### config.mk
export PLATFORM = sky130hd
export DESIGN_NAME = dle_frame_receiver_crc16_core
export DESIGN_NICKNAME = d
export VERILOG_FILES = /design/src/design/drx_pkg.sv /design/src/design/dle_frame_receiver_crc16_core.sv /design/src/design/drx_front.sv /design/src/design/drx_engine.sv /design/src/design/drx_out_queue.sv
export SDC_FILE = /design/constraint.sdc
export NUM_CORES = 1
export LEC_CHECK = 0
export BUFFER_PORTS_ARGS = -buffer_cell sky130_fd_sc_hd__clkbuf_2
export CAP_MARGIN = 20
export CORE_AREA = 5 5 177 162
export CTS_BUF_LIST = sky130_fd_sc_hd__clkbuf_16
export DETAILED_ROUTE_END_ITERATION = 7
export DIE_AREA = 0 0 182 167
export GPL_ROUTABILITY_DRIVEN = 1
export PLACE_DENSITY = 0.6
export SETUP_SLACK_MARGIN = 0.02
export SYNTH_ARGS = -nofsm -noshare
export SYNTH_HDL_FRONTEND = slang
export SYNTH_SLANG_ARGS = --single-unit
export TNS_END_PERCENT = 100
### constraint.sdc
create_clock -name i_clk -period 4.9 [get_ports i_clk]
set_clock_uncertainty 0.2 [all_clocks]
set_input_delay 0.735 -clock i_clk [delete_from_list [all_inputs] [get_ports i_clk]]
set_output_delay 0.735 -clock i_clk [all_outputs]
set_load 0.05 [all_outputs]
### src/design/drx_pkg.sv
// shared types, constants and checksum function for the dle frame receiver
`default_nettype none

package drx_pkg;

    // frame limit and framing symbols
    localparam int unsigned MAX_FRAME = 300;
    localparam int unsigned BCNT_W    = 9;
    localparam logic [7:0] SYM_DLE    = 8'h10;
    localparam logic [7:0] SYM_ACK    = 8'h16;
    localparam logic [7:0] SYM_NAK    = 8'h19;
    localparam logic [15:0] CRC_POLY  = 16'h8005;
    localparam logic [15:0] CRC_TOP   = 16'h8000;

    // configuration register indexes
    localparam int unsigned CFG_IDX_W = 1;
    localparam logic [CFG_IDX_W-1:0] CFG_CHECKSUM_MODE = 1'd0;
    localparam logic [CFG_IDX_W-1:0] CFG_END_BYTE      = 1'd1;

    // reset values of the configuration registers
    localparam logic       RST_CHECKSUM_MODE = 1'b1;
    localparam logic [7:0] RST_END_BYTE      = 8'h1f;

    // checksum mode codes
    localparam logic MODE_SUM = 1'b0;
    localparam logic MODE_CRC = 1'b1;

    typedef enum logic [2:0] {
        OUT_NONE     = 3'd0,
        OUT_ACK      = 3'd1,
        OUT_NAK      = 3'd2,
        OUT_CHK_ERR  = 3'd3,
        OUT_DATA_OK  = 3'd4,
        OUT_TIMEOUT  = 3'd5
    } t_outcome;

    // command codes of an input item
    localparam logic CMD_BYTE    = 1'b0;
    localparam logic CMD_TIMEOUT = 1'b1;

    typedef struct packed {
        logic       command;
        logic [7:0] data_byte;
    } t_in_item;

    typedef struct packed {
        logic              byte_stored;
        logic [7:0]        stored_byte;
        logic [BCNT_W-1:0] byte_index;
        t_outcome          outcome;
        logic [7:0]        frame_command;
        logic [7:0]        error_code;
        logic [15:0]       received_checksum;
        logic [15:0]       computed_checksum;
    } t_out_item;

    // classified item passed from the front to the engine
    typedef struct packed {
        logic       timeout;
        logic       is_dle;
        logic       is_end;
        logic       is_ack;
        logic       is_nak;
        logic [7:0] data;
    } t_cls_item;

    // crc-16 (poly 0x8005, msb first) update by one byte
    function automatic logic [15:0] crc16_byte(input logic [15:0] c, input logic [7:0] b);
        logic [15:0] e;
        logic [15:0] t;
        e = 16'h0000;
        t = {c[15:8] ^ b, 8'h00};
        for (int i = 0; i < 8; i++) begin
            if (((e ^ t) & CRC_TOP) != 16'h0000) begin
                e = (e << 1) ^ CRC_POLY;
            end else begin
                e = e << 1;
            end
            t = t << 1;
        end
        return (c << 8) ^ e;
    endfunction

endpackage

`default_nettype wire

### src/design/dle_frame_receiver_crc16_core.sv
// top level of the dle frame receiver with crc-16 or sum checking
//
//   channel   handshake        payload
//   input     push / full      i_in_item  (command, data_byte)
//   result    empty / pop      o_out_item (one result per input item)
//   config    i_cfg_we         i_cfg_idx, i_cfg_data
//
// one item per clock while the result queue has room; the engine works on the head
// of the registered input queue and writes its result into the result queue, from
// which the result can then transfer.
// the engine does the byte-wide crc update of each item combinationally.
// reset (synchronous, active low) clears frame state and both queues and loads
// checksum_mode = crc and end_byte = 0x1f.
// a full result queue stalls the engine; the input queue then fills and raises full.
`default_nettype none

module dle_frame_receiver_crc16_core (
    input  wire logic                            i_clk,
    input  wire logic                            i_rst_n,
    input  wire logic                            push,
    output logic                                 full,
    input  wire drx_pkg::t_in_item               i_in_item,
    output logic                                 empty,
    input  wire logic                            pop,
    output drx_pkg::t_out_item                   o_out_item,
    input  wire logic                            i_cfg_we,
    input  wire logic [drx_pkg::CFG_IDX_W-1:0]   i_cfg_idx,
    input  wire logic [7:0]                      i_cfg_data
);
    import drx_pkg::*;

    logic      r_checksum_mode;
    logic [7:0] r_end_byte;
    logic      front_valid;
    t_cls_item front_item;
    logic      eng_take;
    logic      eng_push;
    t_out_item eng_result;
    logic      out_full;

    // configuration registers
    always_ff @(posedge i_clk) begin
        if (!i_rst_n) begin
            r_checksum_mode <= RST_CHECKSUM_MODE;
            r_end_byte      <= RST_END_BYTE;
        end else if (i_cfg_we) begin
            case (i_cfg_idx)
                CFG_CHECKSUM_MODE: r_checksum_mode <= i_cfg_data[0];
                CFG_END_BYTE:      r_end_byte      <= i_cfg_data;
                default: ;
            endcase
        end
    end

    // front: accept and classify
    drx_front u_front (
        .i_clk      (i_clk),
        .i_rst_n    (i_rst_n),
        .push       (push),
        .full       (full),
        .i_in_item  (i_in_item),
        .i_end_byte (r_end_byte),
        .o_valid    (front_valid),
        .o_item     (front_item),
        .i_take     (eng_take)
    );

    // back: frame engine
    drx_engine u_engine (
        .i_clk           (i_clk),
        .i_rst_n         (i_rst_n),
        .i_checksum_mode (r_checksum_mode),
        .i_valid         (front_valid),
        .i_item          (front_item),
        .o_take          (eng_take),
        .i_out_full      (out_full),
        .o_push          (eng_push),
        .o_result        (eng_result)
    );

    // result queue
    drx_out_queue u_out_queue (
        .i_clk      (i_clk),
        .i_rst_n    (i_rst_n),
        .i_push     (eng_push),
        .i_result   (eng_result),
        .o_full     (out_full),
        .empty      (empty),
        .pop        (pop),
        .o_out_item (o_out_item)
    );

endmodule

`default_nettype wire

### src/design/drx_front.sv
// front part: accepts input items, classifies them and queues them for the engine
`default_nettype none

module drx_front (
    input  wire logic              i_clk,
    input  wire logic              i_rst_n,
    input  wire logic              push,
    output logic                   full,
    input  wire drx_pkg::t_in_item i_in_item,
    input  wire logic [7:0]        i_end_byte,
    output logic                   o_valid,
    output drx_pkg::t_cls_item     o_item,
    input  wire logic              i_take
);
    import drx_pkg::*;

    t_cls_item  r_q [2];
    logic       r_wr_ptr, n_wr_ptr;
    logic       r_rd_ptr, n_rd_ptr;
    logic [1:0] r_count, n_count;
    t_cls_item  cls;
    logic       do_push;
    logic       do_pop;

    // classify the incoming item
    always_comb begin
        cls.timeout = (i_in_item.command == CMD_TIMEOUT);
        cls.is_dle  = (i_in_item.data_byte == SYM_DLE);
        cls.is_end  = (i_in_item.data_byte == i_end_byte);
        cls.is_ack  = (i_in_item.data_byte == SYM_ACK);
        cls.is_nak  = (i_in_item.data_byte == SYM_NAK);
        cls.data    = i_in_item.data_byte;
    end

    assign full    = (r_count == 2'd2);
    assign o_valid = (r_count != 2'd0);
    assign o_item  = r_q[r_rd_ptr];
    assign do_push = push && !full;
    assign do_pop  = i_take && o_valid;

    // queue pointers and fill count
    always_comb begin
        n_wr_ptr = do_push ? ~r_wr_ptr : r_wr_ptr;
        n_rd_ptr = do_pop ? ~r_rd_ptr : r_rd_ptr;
        n_count  = r_count + {1'b0, do_push} - {1'b0, do_pop};
    end

    always_ff @(posedge i_clk) begin
        if (!i_rst_n) begin
            r_wr_ptr <= 1'b0;
            r_rd_ptr <= 1'b0;
            r_count  <= 2'd0;
        end else begin
            r_wr_ptr <= n_wr_ptr;
            r_rd_ptr <= n_rd_ptr;
            r_count  <= n_count;
        end
    end

    // queue storage
    always_ff @(posedge i_clk) begin
        if (do_push) begin
            r_q[r_wr_ptr] <= cls;
        end
    end

endmodule

`default_nettype wire

### src/design/drx_engine.sv
// back part: frame state machine, running checksum and result generation
`default_nettype none

module drx_engine (
    input  wire logic               i_clk,
    input  wire logic               i_rst_n,
    input  wire logic               i_checksum_mode,
    input  wire logic               i_valid,
    input  wire drx_pkg::t_cls_item i_item,
    output logic                    o_take,
    input  wire logic               i_out_full,
    output logic                    o_push,
    output drx_pkg::t_out_item      o_result
);
    import drx_pkg::*;

    logic              r_in_frame, n_in_frame;
    logic              r_last_dle, n_last_dle;
    logic              r_end_seen, n_end_seen;
    logic              r_nak_seen, n_nak_seen;
    logic [BCNT_W-1:0] r_byte_count, n_byte_count;
    logic [1:0]        r_trailer_count, n_trailer_count;
    logic [7:0]        r_trailer_high, n_trailer_high;
    logic [15:0]       r_chk, n_chk;
    logic [7:0]        r_frame_cmd, n_frame_cmd;

    logic              fire;
    logic              overflow;
    logic              s_in_frame, s_last_dle, s_end_seen, s_nak_seen;
    logic [BCNT_W-1:0] s_byte_count;
    logic [1:0]        s_trailer_count;
    logic [7:0]        s_trailer_high;
    logic [15:0]       s_chk;
    logic [7:0]        s_frame_cmd;
    logic [15:0]       chk_add;
    logic              stored, add, complete, acked, err_byte, start;
    logic [15:0]       rcv;
    logic [BCNT_W-1:0] base_count;

    assign fire   = i_valid && !i_out_full;
    assign o_take = fire;
    assign o_push = fire;

    // effective state after the silent frame-full clear
    always_comb begin
        overflow        = (r_byte_count >= BCNT_W'(MAX_FRAME));
        s_in_frame      = overflow ? 1'b0 : r_in_frame;
        s_last_dle      = overflow ? 1'b0 : r_last_dle;
        s_end_seen      = overflow ? 1'b0 : r_end_seen;
        s_nak_seen      = overflow ? 1'b0 : r_nak_seen;
        s_byte_count    = overflow ? '0 : r_byte_count;
        s_trailer_count = overflow ? 2'd0 : r_trailer_count;
        s_trailer_high  = overflow ? 8'h00 : r_trailer_high;
        s_chk           = overflow ? 16'h0000 : r_chk;
        s_frame_cmd     = overflow ? 8'h00 : r_frame_cmd;
        chk_add = (i_checksum_mode == MODE_CRC) ? crc16_byte(s_chk, i_item.data)
                                                : s_chk + {8'h00, i_item.data};
    end

    // framing decisions and result
    always_comb begin
        n_in_frame      = s_in_frame;
        n_last_dle      = s_last_dle;
        n_end_seen      = s_end_seen;
        n_nak_seen      = s_nak_seen;
        n_byte_count    = s_byte_count;
        n_trailer_count = s_trailer_count;
        n_trailer_high  = s_trailer_high;
        n_chk           = s_chk;
        n_frame_cmd     = s_frame_cmd;
        stored          = 1'b0;
        add             = 1'b0;
        complete        = 1'b0;
        acked           = 1'b0;
        err_byte        = 1'b0;
        start           = 1'b0;
        rcv             = 16'h0000;
        base_count      = s_byte_count;
        o_result        = '0;
        o_result.outcome = OUT_NONE;

        if (i_item.timeout) begin
            n_in_frame      = 1'b0;
            n_last_dle      = 1'b0;
            n_end_seen      = 1'b0;
            n_nak_seen      = 1'b0;
            n_byte_count    = '0;
            n_trailer_count = 2'd0;
            n_trailer_high  = 8'h00;
            n_chk           = 16'h0000;
            n_frame_cmd     = 8'h00;
            o_result.outcome = OUT_TIMEOUT;
        end else begin
            if (i_item.is_dle && !s_end_seen) begin
                if (!s_in_frame) begin
                    n_in_frame = 1'b1;
                    start      = 1'b1;
                    stored     = 1'b1;
                    add        = 1'b1;
                    n_last_dle = 1'b1;
                end else if (s_last_dle) begin
                    // stuffed copy: checksummed but not stored
                    add = 1'b1;
                end else begin
                    n_last_dle = 1'b1;
                    stored     = 1'b1;
                    add        = 1'b1;
                end
            end else if (i_item.is_end && s_last_dle && !s_end_seen) begin
                stored          = 1'b1;
                add             = 1'b1;
                n_end_seen      = 1'b1;
                n_trailer_count = 2'd0;
            end else if (s_end_seen) begin
                stored          = 1'b1;
                n_trailer_count = s_trailer_count + 2'd1;
                if (n_trailer_count >= 2'd2) begin
                    rcv      = {s_trailer_high, i_item.data};
                    complete = 1'b1;
                end else begin
                    n_trailer_high = i_item.data;
                end
            end else if (s_nak_seen) begin
                err_byte = 1'b1;
                complete = 1'b1;
                stored   = 1'b1;
            end else if (s_in_frame) begin
                // command byte right after the leading dle
                if (s_last_dle && s_byte_count == BCNT_W'(1)) begin
                    n_frame_cmd = i_item.data;
                    if (i_item.is_nak) begin
                        n_nak_seen = 1'b1;
                    end
                    if (i_item.is_ack) begin
                        acked    = 1'b1;
                        complete = 1'b1;
                    end
                end
                stored = 1'b1;
                add    = 1'b1;
            end

            if (add) begin
                n_chk = chk_add;
            end

            base_count = start ? '0 : s_byte_count;
            if (stored) begin
                n_byte_count         = base_count + BCNT_W'(1);
                o_result.byte_stored = 1'b1;
                o_result.stored_byte = i_item.data;
                o_result.byte_index  = base_count;
            end

            if (!i_item.is_dle) begin
                n_last_dle = 1'b0;
            end

            if (complete) begin
                if (acked) begin
                    o_result.outcome = OUT_ACK;
                end else if (n_nak_seen) begin
                    o_result.outcome = OUT_NAK;
                end else if (rcv != n_chk) begin
                    o_result.outcome = OUT_CHK_ERR;
                end else begin
                    o_result.outcome = OUT_DATA_OK;
                end
                o_result.frame_command     = n_frame_cmd;
                o_result.error_code        = err_byte ? i_item.data : 8'h00;
                o_result.received_checksum = rcv;
                o_result.computed_checksum = n_chk;
                n_in_frame      = 1'b0;
                n_last_dle      = 1'b0;
                n_end_seen      = 1'b0;
                n_nak_seen      = 1'b0;
                n_byte_count    = '0;
                n_trailer_count = 2'd0;
                n_trailer_high  = 8'h00;
                n_chk           = 16'h0000;
                n_frame_cmd     = 8'h00;
            end
        end
    end

    // frame state registers
    always_ff @(posedge i_clk) begin
        if (!i_rst_n) begin
            r_in_frame      <= 1'b0;
            r_last_dle      <= 1'b0;
            r_end_seen      <= 1'b0;
            r_nak_seen      <= 1'b0;
            r_byte_count    <= '0;
            r_trailer_count <= 2'd0;
            r_trailer_high  <= 8'h00;
            r_chk           <= 16'h0000;
            r_frame_cmd     <= 8'h00;
        end else if (fire) begin
            r_in_frame      <= n_in_frame;
            r_last_dle      <= n_last_dle;
            r_end_seen      <= n_end_seen;
            r_nak_seen      <= n_nak_seen;
            r_byte_count    <= n_byte_count;
            r_trailer_count <= n_trailer_count;
            r_trailer_high  <= n_trailer_high;
            r_chk           <= n_chk;
            r_frame_cmd     <= n_frame_cmd;
        end
    end

endmodule

`default_nettype wire

### src/design/drx_out_queue.sv
// two-entry result queue in front of the output port
`default_nettype none

module drx_out_queue (
    input  wire logic               i_clk,
    input  wire logic               i_rst_n,
    input  wire logic               i_push,
    input  wire drx_pkg::t_out_item i_result,
    output logic                    o_full,
    output logic                    empty,
    input  wire logic               pop,
    output drx_pkg::t_out_item      o_out_item
);
    import drx_pkg::*;

    t_out_item  r_q [2];
    logic       r_wr_ptr, n_wr_ptr;
    logic       r_rd_ptr, n_rd_ptr;
    logic [1:0] r_count, n_count;
    logic       do_push;
    logic       do_pop;

    assign o_full     = (r_count == 2'd2);
    assign empty      = (r_count == 2'd0);
    assign o_out_item = r_q[r_rd_ptr];
    assign do_push    = i_push && !o_full;
    assign do_pop     = pop && !empty;

    // pointers and fill count
    always_comb begin
        n_wr_ptr = do_push ? ~r_wr_ptr : r_wr_ptr;
        n_rd_ptr = do_pop ? ~r_rd_ptr : r_rd_ptr;
        n_count  = r_count + {1'b0, do_push} - {1'b0, do_pop};
    end

    always_ff @(posedge i_clk) begin
        if (!i_rst_n) begin
            r_wr_ptr <= 1'b0;
            r_rd_ptr <= 1'b0;
            r_count  <= 2'd0;
        end else begin
            r_wr_ptr <= n_wr_ptr;
            r_rd_ptr <= n_rd_ptr;
            r_count  <= n_count;
        end
    end

    // result storage
    always_ff @(posedge i_clk) begin
        if (do_push) begin
            r_q[r_wr_ptr] <= i_result;
        end
    end

endmodule

`default_nettype wire

---- After elaboration in Yosys (flattened, before gate mapping) ----
Memory sizes are Yosys's and may differ from the RTL's. A register that Yosys moved wholly into a read port is not among the register bits.
Index checks and enable logic that the tools add are counted.
cells by class
  add/sub/neg operators ................... 7
  magnitude comparators ................... 2
  equality and inequality tests ........... 8
  mux-type cells .......................... 123
  bitwise operators ....................... 21
  reductions and logical operators ........ 17
operators by type and width
  cell                                                 count
  2-to-1 mux 16 bit                                    19
  2-to-1 mux 8 bit                                     17
  bitwise XOR 16 bit                                   8
  2-to-1 mux 1 bit                                     68
  2-to-1 mux 51 bit                                    1
  2-to-1 mux 48 bit                                    1
  2-to-1 mux 9 bit                                     5
  2-to-1 mux 18 bit                                    2
  equality test 8 x 5 -> 1 bit, second input constant  3
  NOT 3 bit                                            7
  adder 16 x 8 -> 16 bit                               1
  inequality test 16 bit                               1
  2-to-1 mux 2 bit                                     6
  2-to-1 mux 3 bit                                     4
  adder 9 x 1 -> 9 bit, second input constant          1
  equality test 9 x 1 -> 1 bit, second input constant  1
  >= comparator 9 bit, second input constant           1
  logical AND 1 bit                                    9
  equality test 8 bit                                  1
  bitwise XOR 8 bit                                    1
  NOT 1 bit                                            5
  adder 2 x 1 -> 2 bit                                 2
  equality test 2 bit, second input constant           2
  logical NOT 1 bit                                    4
  6 further kinds                                      8
word-level totals
  flip-flop bits (word level) ............. 64
  memory bits (writable) .................. 164
  bits of input ports ..................... 23
  output and inout bits ................... 71
  word-level logic and storage cells ...... 197
  memories kept ........................... 2
memories
  name             depth  bits a word  read ports  clocked after Yosys merged registers in  wr ports  RTL line             source
  u_out_queue.r_q  2      69           1           1                                        1         drx_out_queue.sv:16  t_out_item r_q [2];
  u_front.r_q      2      13           1           1                                        1         drx_front.sv:17      t_cls_item r_q [2];

---- Logic depth before layout (Yosys ltp) ----
Gate-level depths: netlist of run 1.
  depth in word-level cells ............... 28
  gate-level depth with buffers ........... 19
  gate-level depth less buffers ........... 16

---- Modules after synthesis ----
A second synthesis of run 1 with hierarchy kept.
unflattened totals
  cell total of the unflattened synthesis .. 1109
  area, all modules ....................... 12204.2 µm²
by module, submodules not included
  module                         instances  cells each  area an instance (µm²)  sequential area each (µm²)
  drx_out_queue                  1          242         5255.0                  4244.1
  drx_engine                     1          739         5223.8                  940.9
  drx_front                      1          86          1302.5                  880.8
  dle_frame_receiver_crc16_core  1          42          422.9                   180.2

---- Least setup slack after synthesis of run 1 ----
No wires, ideal clock.
  kind .................................... register to register
  from .................................... register with a tool-made name
  to ...................................... memory u_out_queue.r_q[0][50] (netlist bit) (data pin)
  library setup time ...................... 0.186 ns
  arrival ................................. 4.363 ns
  data required time ...................... 4.514 ns
  setup slack ............................. 0.151 ns
  cell stages (with the launch flop) ...... 18
  path buffers ............................ 3
  period minus slack after synthesis ...... 4.749 ns
  path through ............................ dfxtp_1 > buf_6 > buf_6 > mux2i_1 > inv_1 > ha_1 > buf_2 > and3_1 > a221o_1 > a221oi_2 > a21oi_1 > and3_1 > nor3_4 > o221ai_2 > nor4b_2 > o211ai_1 > or4_1 > o31ai_1
RTL lines
  element           RTL line
  end: declaration  drx_out_queue.sv:16

==> results.ini, run 1 <==
[route]
ant_nets=0
viasPerCell=5.54
drc=0
drt_wl_total_um=32500
firstDrtPassIters=6
vias=8716
post_drt_wl_per_cell_um=20.7
drtIter0Drc=599

[critical_path]
cp.arrival_ns=4.78
r2r_slack_ns=0.27
critical_path_peak_fanout=15
r2r_start=u_engine.r_byte_count[8]$_SDFFE_PN0P_
worst_setup_path_start_kind=flip-flop
crit_type=flip-flop to flip-flop
cp-endpoint=u_out_queue.r_q[1][50]$_DFFE_PP_
startpoint=u_engine.r_byte_count[8]$_SDFFE_PN0P_
r2r_end=u_out_queue.r_q[1][50]$_DFFE_PP_
cp-end-kind=flip-flop
crit_required_ns=5.05
rr_worst_depth=17

[synth]
synth_top_area_cell=edfxtp_1
syn_nets=1101
seq_area_frac_synth=0.532
synth_top_family_by_area=simple AND/OR/NAND/NOR gates
synth_edf_count=164
netlist_area_um2=11700
yosys_warnings=0
synth_mux_area_frac=0.0907
synth_compound_area_frac=0.126
synthTopCellsByArea=edfxtp_1 42%, dfxtp_1 11%, mux2_2 6.8%, xnor2_1 3.6%, nor2_1 3.0%
synth_xor_area_frac=0.0489
ys_types=81
yosys.area_share.simple=0.159
syn_inst=1065
synthAdderAreaFrac=0.0147
avgSynthCellArea_um2=11.0
synth_ff_type=edfxtp_1
synthArstFlopShare=0
synth.top_cell.area_share=0.419
yosys_register_bits=230

[timing]
drv_slew=0
setup_tns_ns=0
setup_viol=0
max_freq_ghz=0.216
finalCriticalPeriod_ns=4.63
hold_viol_final=0
period_share=0.945
slew_headroom=0.216
rsz0062_at_grt=false
tightestPinTransition_ns=1.17

[die]
die_h_um=167
ioPinCount=94
coreArea_um2=26600
rows=57
fp.dieW_um=182
die_area_um2=30400
start_util=0.441

[layout]
num-nets-final=1235
final_common_cell=edfxtp_1
diodes=0
area_growth_pct=17.0
drive_above_1_share=0.248
layout_common_cells=164 x edfxtp_1, 93 x nor2_1, 93 x clkbuf_2, 79 x nand2_1, 71 x mux2_2
multi_input_area_um2=5190
fill_cells=2386
stdcell_area_um2=13700
regArea_um2=6250

[placed_design]
port_buffers=93
dp_hpwl_um=23100
gp_congestion=0.977
dpl-instance-area_um2=13000

[clocking]
cts-root-buf=clkbuf_16
clk_pin_slew_ns=0.06
cts_max_level=1
holdBufCountCts=0
tritoncts.num_buffers=25
cts_tree=built
clock_latency_ns=0.53
cts_sinks=230
cts_buffer_depth=3

[global_route]
antenna_found_initial=0
grt_overflow=0
grt_pass1_vias=8646
grt_max_degree=70
grt_pass1_wl_um=50300
grtUsageTotal=0.210

[power_and_ir_drop]
p_per_area_nw_per_um2=670
power_frac_clock=0.188
leakagePower_nw=5.11
switching_share=0.446
ir_drop_v=0.000362
p_int_mw=5.11
p_switching_mw=4.11
seq_power_share=0.305
comb_power_share=0.507

[worst_hold_path]
hp-class=primary input to flip-flop

[run_status]
status=completed

[run]
drv_cap=0

[sequential cells by signal, indices dropped and copies added, names as in the netlist, 2 cells and up, named ones only]
signal,cells
r_end_byte,8
u_engine.r_byte_count,9
u_engine.r_chk,16
u_engine.r_frame_cmd,8
u_engine.r_trailer_count,2
u_engine.r_trailer_high,8
u_front.r_count,2
u_front.r_q,26
u_out_queue.r_count,2
u_out_queue.r_q,138
[per-layer routing]
layer,vias up,GRT usage,part of all wire
met2,315,0.338,0.46
met1,4152,0.295,0.45
met4,0,0.0604,0.032
met3,61,0.0321,0.064
met5,-,0,0
li1,4188,-,-
[worst min-delay path by stage]
| stage | startpoint | endpoint | cells after the start |
|---|---|---|---|
| final | i_cfg_data[1] | r_end_byte[1]$_SDFFE_PN1P_ | 3 |
| after global routing | i_cfg_data[3] | r_end_byte[3]$_SDFFE_PN1P_ | 3 |
| after CTS | i_cfg_data[1] | r_end_byte[1]$_SDFFE_PN1P_ | 3 |
| after detailed placement | r_end_byte[5]$_SDFFE_PN0P_ | r_end_byte[5]$_SDFFE_PN0P_ | 2 |
| after global placement | r_end_byte[5]$_SDFFE_PN0P_ | r_end_byte[5]$_SDFFE_PN0P_ | 2 |
| after floorplan | r_end_byte[5]$_SDFFE_PN0P_ | r_end_byte[5]$_SDFFE_PN0P_ | 2 |
[cell usage after synthesis, drive strengths merged, types with 2 or more instances]
| cell | instances |
|---|---|
| a211oi | 14 |
| a21boi | 10 |
| a21o | 7 |
| a21oi | 41 |
| a221o | 2 |
| a221oi | 3 |
| a22oi | 25 |
| a31oi | 13 |
| a32oi | 3 |
| and2 | 44 |
| and3 | 13 |
| and4 | 3 |
| buf | 24 |
| clkbuf | 33 |
| clkinv | 2 |
| dfxtp | 66 |
| edfxtp | 164 |
| ha | 13 |
| inv | 25 |
| mux2 | 73 |
| mux2i | 21 |
| nand2 | 79 |
| nand2b | 4 |
| nand3 | 25 |
| nand3b | 2 |
| nand4 | 11 |
| nor2 | 97 |
| nor2b | 37 |
| nor3 | 21 |
| nor3b | 4 |
| nor4 | 10 |
| nor4b | 2 |
| o2111ai | 5 |
| o211a | 2 |
| o211ai | 10 |
| o21a | 7 |
| o21ai | 49 |
| o22ai | 8 |
| o311ai | 2 |
| o32ai | 2 |
| or2 | 2 |
| or3 | 9 |
| xnor2 | 48 |
| xor2 | 15 |
[power by group through the flow]
stage / Sequential, mW / Combinational [mW] / Clock (mW)
final: 2.81 / 4.67 / 1.74
after global routing: 2.85 / 4.97 / 1.86
after CTS: 2.81 / 4.68 / 1.78
after detailed placement: 2.85 / 4.67 / 0
after global placement: 2.83 / 4.69 / 0
after floorplan: 2.83 / 3.33 / 0
[layout make-up]
type | instances | share of cell area
multi-input cells | 751 | 0.377
clock buffers | 25 | 0.0455
flip-flops and latches | 230 | 0.455
clock inverters | 21 | 0.00910
inverters | 27 | 0.00737
well taps | 354 | 0.0322
repair buffers | 164 | 0.0738
[through the flow]
| step | hold WS, ns | std cells | setup slack, ns | util | total power, mW |
|---|---|---|---|---|---|
| after floorplan | 0.256 | 1065 | 0.151 | - | 6.16 |
| after global placement | 0.268 | 1524 | 0.225 | 0.487 | 7.52 |
| after detailed placement | 0.276 | 1525 | 0.0835 | 0.487 | 7.51 |
| after CTS | 0.195 | 1571 | 0.0491 | 0.515 | 9.27 |
| after global routing | 0.218 | 1572 | 0.0763 | 0.517 | 9.68 |
| final | 0.210 | 1572 | 0.269 | 0.517 | 9.22 |
[cells by family after synthesis]
family,after synthesis
AND/OR/NAND/NOR,366
flip-flops,230
AO/OA/AOI/OAI,213
multiplexers,94
buffers and inverters,84
XOR/XNOR,64
adder cells (fa/ha/maj),14
[worst max-delay path: stages, from the launching register on]
cell and delay (ns):
dfxtp_1 0.40, and2_1 0.22, a21oi_4 0.11, buf_12 0.16, and2_1 0.17, ha_1 0.40, nand2_1 0.12, or3_1 0.42
o2111ai_1 0.21, mux2i_1 0.23, a211oi_1 0.09, nor3_1 0.47, buf_4 0.21, nand4_1 0.08, o21ai_1 0.11, nand2_1 0.08
or4_1 0.52, o31ai_2 0.23
[what timing repair did]
action / in CTS / in global routing
resized for setup: 0 / 4
setup buffers: 0 / 1
endpoints found under the setup margin: 0 / 6
Power figures use the tool's default switching activity.
==> inputs of run 2 (changes only) <==
- PLACE_DENSITY: 0.6 -> not set
- clock period: 4.9 -> 4.85 ns (I/O delays scaled with it)
==> run 2 against run 1 <==
Register-to-register slack lost 0.03 ns. Setup slack worse by 0.029 ns. Total power rose by 1.6%. Clock power is essentially flat. Non-clock buffer count rose by 1. Global-route usage rose by 0.11 points. First-iteration DRC count up 12%. Critical path depth down 1. Final area up 0.21%. Sequential power hardly changed.
==> results.ini, run 2 (same netlist as run 1, synthesis figures left out) <==
[critical_path]
cp.arrival_ns=4.73
crit_type=flip-flop to flip-flop
critical_path_peak_fanout=6
crit_required_ns=4.97
worst_setup_path_start_kind=flip-flop
r2r_slack_ns=0.24
cp-end-kind=flip-flop

[timing]
drv_slew=0
finalCriticalPeriod_ns=4.61
tightestPinTransition_ns=1.07
slew_headroom=0.281
hold_viol_final=0
max_freq_ghz=0.217
setup_tns_ns=0
setup_viol=0
period_share=0.950

[route]
top_layer_used=met4
post_drt_wl_per_cell_um=20.8
drt_wl_total_um=32700
wl_met2_um=15000
drtIter0Drc=673
vias=8741
drc=0
wl_met3_um=2180
routedLengthMet1_um=14500
viasPerCell=5.56
ant_nets=0
firstDrtPassIters=7

[layout]
diodes=0
final_util=0.518
layout_common_cells=164 x edfxtp_1, 93 x nor2_1, 93 x clkbuf_2, 79 x nand2_1, 71 x mux2_2
num-nets-final=1236
final_common_cell=edfxtp_1
area_growth_pct=17.3
largest_register_ffs=138
drive_above_1_share=0.248
top_register=u_out_queue.r_q
reg.largest.list=u_out_queue.r_q: 138 flops, u_front.r_q: 26 flops, u_engine.r_chk: 16 flops
fill_cells=2420
fin_cells=1572

[die]
die_area_um2=30400
die_h_um=167
fp.dieW_um=182
coreArea_um2=26600
ioPinCount=94
start_util=0.441
rows=57

[placed_design]
dp_hpwl_um=23200
port_buffers=93
dp.cells=1525
gp_congestion=1.01

[clocking]
cts_tree=built
cts-root-buf=clkbuf_16
tritoncts.num_buffers=25
cts_max_level=1
cts_sinks=230
clock_latency_ns=0.52
clk_pin_slew_ns=0.06
cts_buffer_depth=3
holdBufCountCts=0

[global_route]
grt_max_degree=70
grt_pass1_wl_um=50700
grtUsageTotal=0.211
grt_pass1_vias=8669
grt_overflow=0
antenna_found_initial=0

[run]
drv_cap=0

[power_and_ir_drop]
power_frac_clock=0.185
p_int_mw=5.19
seq_power_share=0.303
leakagePower_nw=5.10
switching_share=0.446
p_switching_mw=4.17
comb_power_share=0.512
p_per_area_nw_per_um2=679
ir_drop_v=0.000479

[run_status]
status=completed

[worst_hold_path]
hp-class=primary input to flip-flop

-- run 2: path summary, 6_finish.rpt --
check,startpoint,endpoint,cells past startpoint
setup / recovery,u_engine.r_byte_count[8]$_SDFFE_PN0P_,u_out_queue.r_q[1][50]$_DFFE_PP_,16
hold / removal,i_in_item[8],u_front.r_q[0][12]$_DFFE_PP_,1
setup reg to reg,u_engine.r_byte_count[8]$_SDFFE_PN0P_,u_out_queue.r_q[1][50]$_DFFE_PP_,16
hold reg to reg,r_end_byte[1]$_SDFFE_PN1P_,r_end_byte[1]$_SDFFE_PN1P_,2
-- run 2: through the flow --
step	worst slack (ns)	cell area [um2]	hold slack, ns	power [mW]
detailed placement	0.185	13000	0.273	7.61
floorplan	0.101	11700	0.256	6.22
finish	0.240	13800	0.197	9.36
global placement	0.264	13000	0.271	7.60
CTS	0.163	13700	0.183	9.37
global route	-0.0120	13800	0.192	9.85
-- run 2: metal layers --
metal  up-vias  GRT usage
met4         0     0.0584
li1       4190          -
met3        60     0.0419
met2       312      0.335
met5         -          0
met1      4179      0.296
-- run 2: power by group through the flow --
| stage | sequential, mW | clock (mW) | combinational, mW |
|---|---|---|---|
| 4_1_cts | 2.84 | 1.77 | 4.76 |
| 5_1_grt | 2.88 | 1.87 | 5.10 |
| 3_5_place_dp | 2.88 | 0 | 4.74 |
| 3_3_place_gp | 2.86 | 0 | 4.75 |
| 2_1_floorplan | 2.86 | 0 | 3.37 |
| 6_report | 2.84 | 1.73 | 4.79 |
-- run 2: area by class of cell --
type | instances | area [um2] | share of cell area
timing repair buffer | 165 | 1050 | 0.0760
clock inverter | 20 | 121 | 0.00881
inverter | 27 | 101 | 0.00736
multi-input combinational | 751 | 5190 | 0.377
tap | 354 | 443 | 0.0322
clock buffer | 25 | 626 | 0.0454
sequential | 230 | 6250 | 0.454
-- run 2: critical path: stages (launching register included) --
cell	delay (ns)
dfxtp_1	0.33
and2_1	0.21
a21oi_4	0.27
nand2_1	0.11
inv_1	0.10
ha_1	0.26
and3_1	0.21
a221o_1	0.40
a221oi_4	0.38
a21oi_1	0.16
and3_1	0.21
nor3_4	0.29
o221ai_2	0.14
nor4b_2	0.28
o211ai_1	0.13
or4_1	0.41
o31ai_1	0.32
-- run 2: timing repair --
action | 4_1_cts | 5_1_grt
endpoints found under the setup margin | 0 | 6
buffers inserted | 0 | 2
resized for setup | 0 | 4
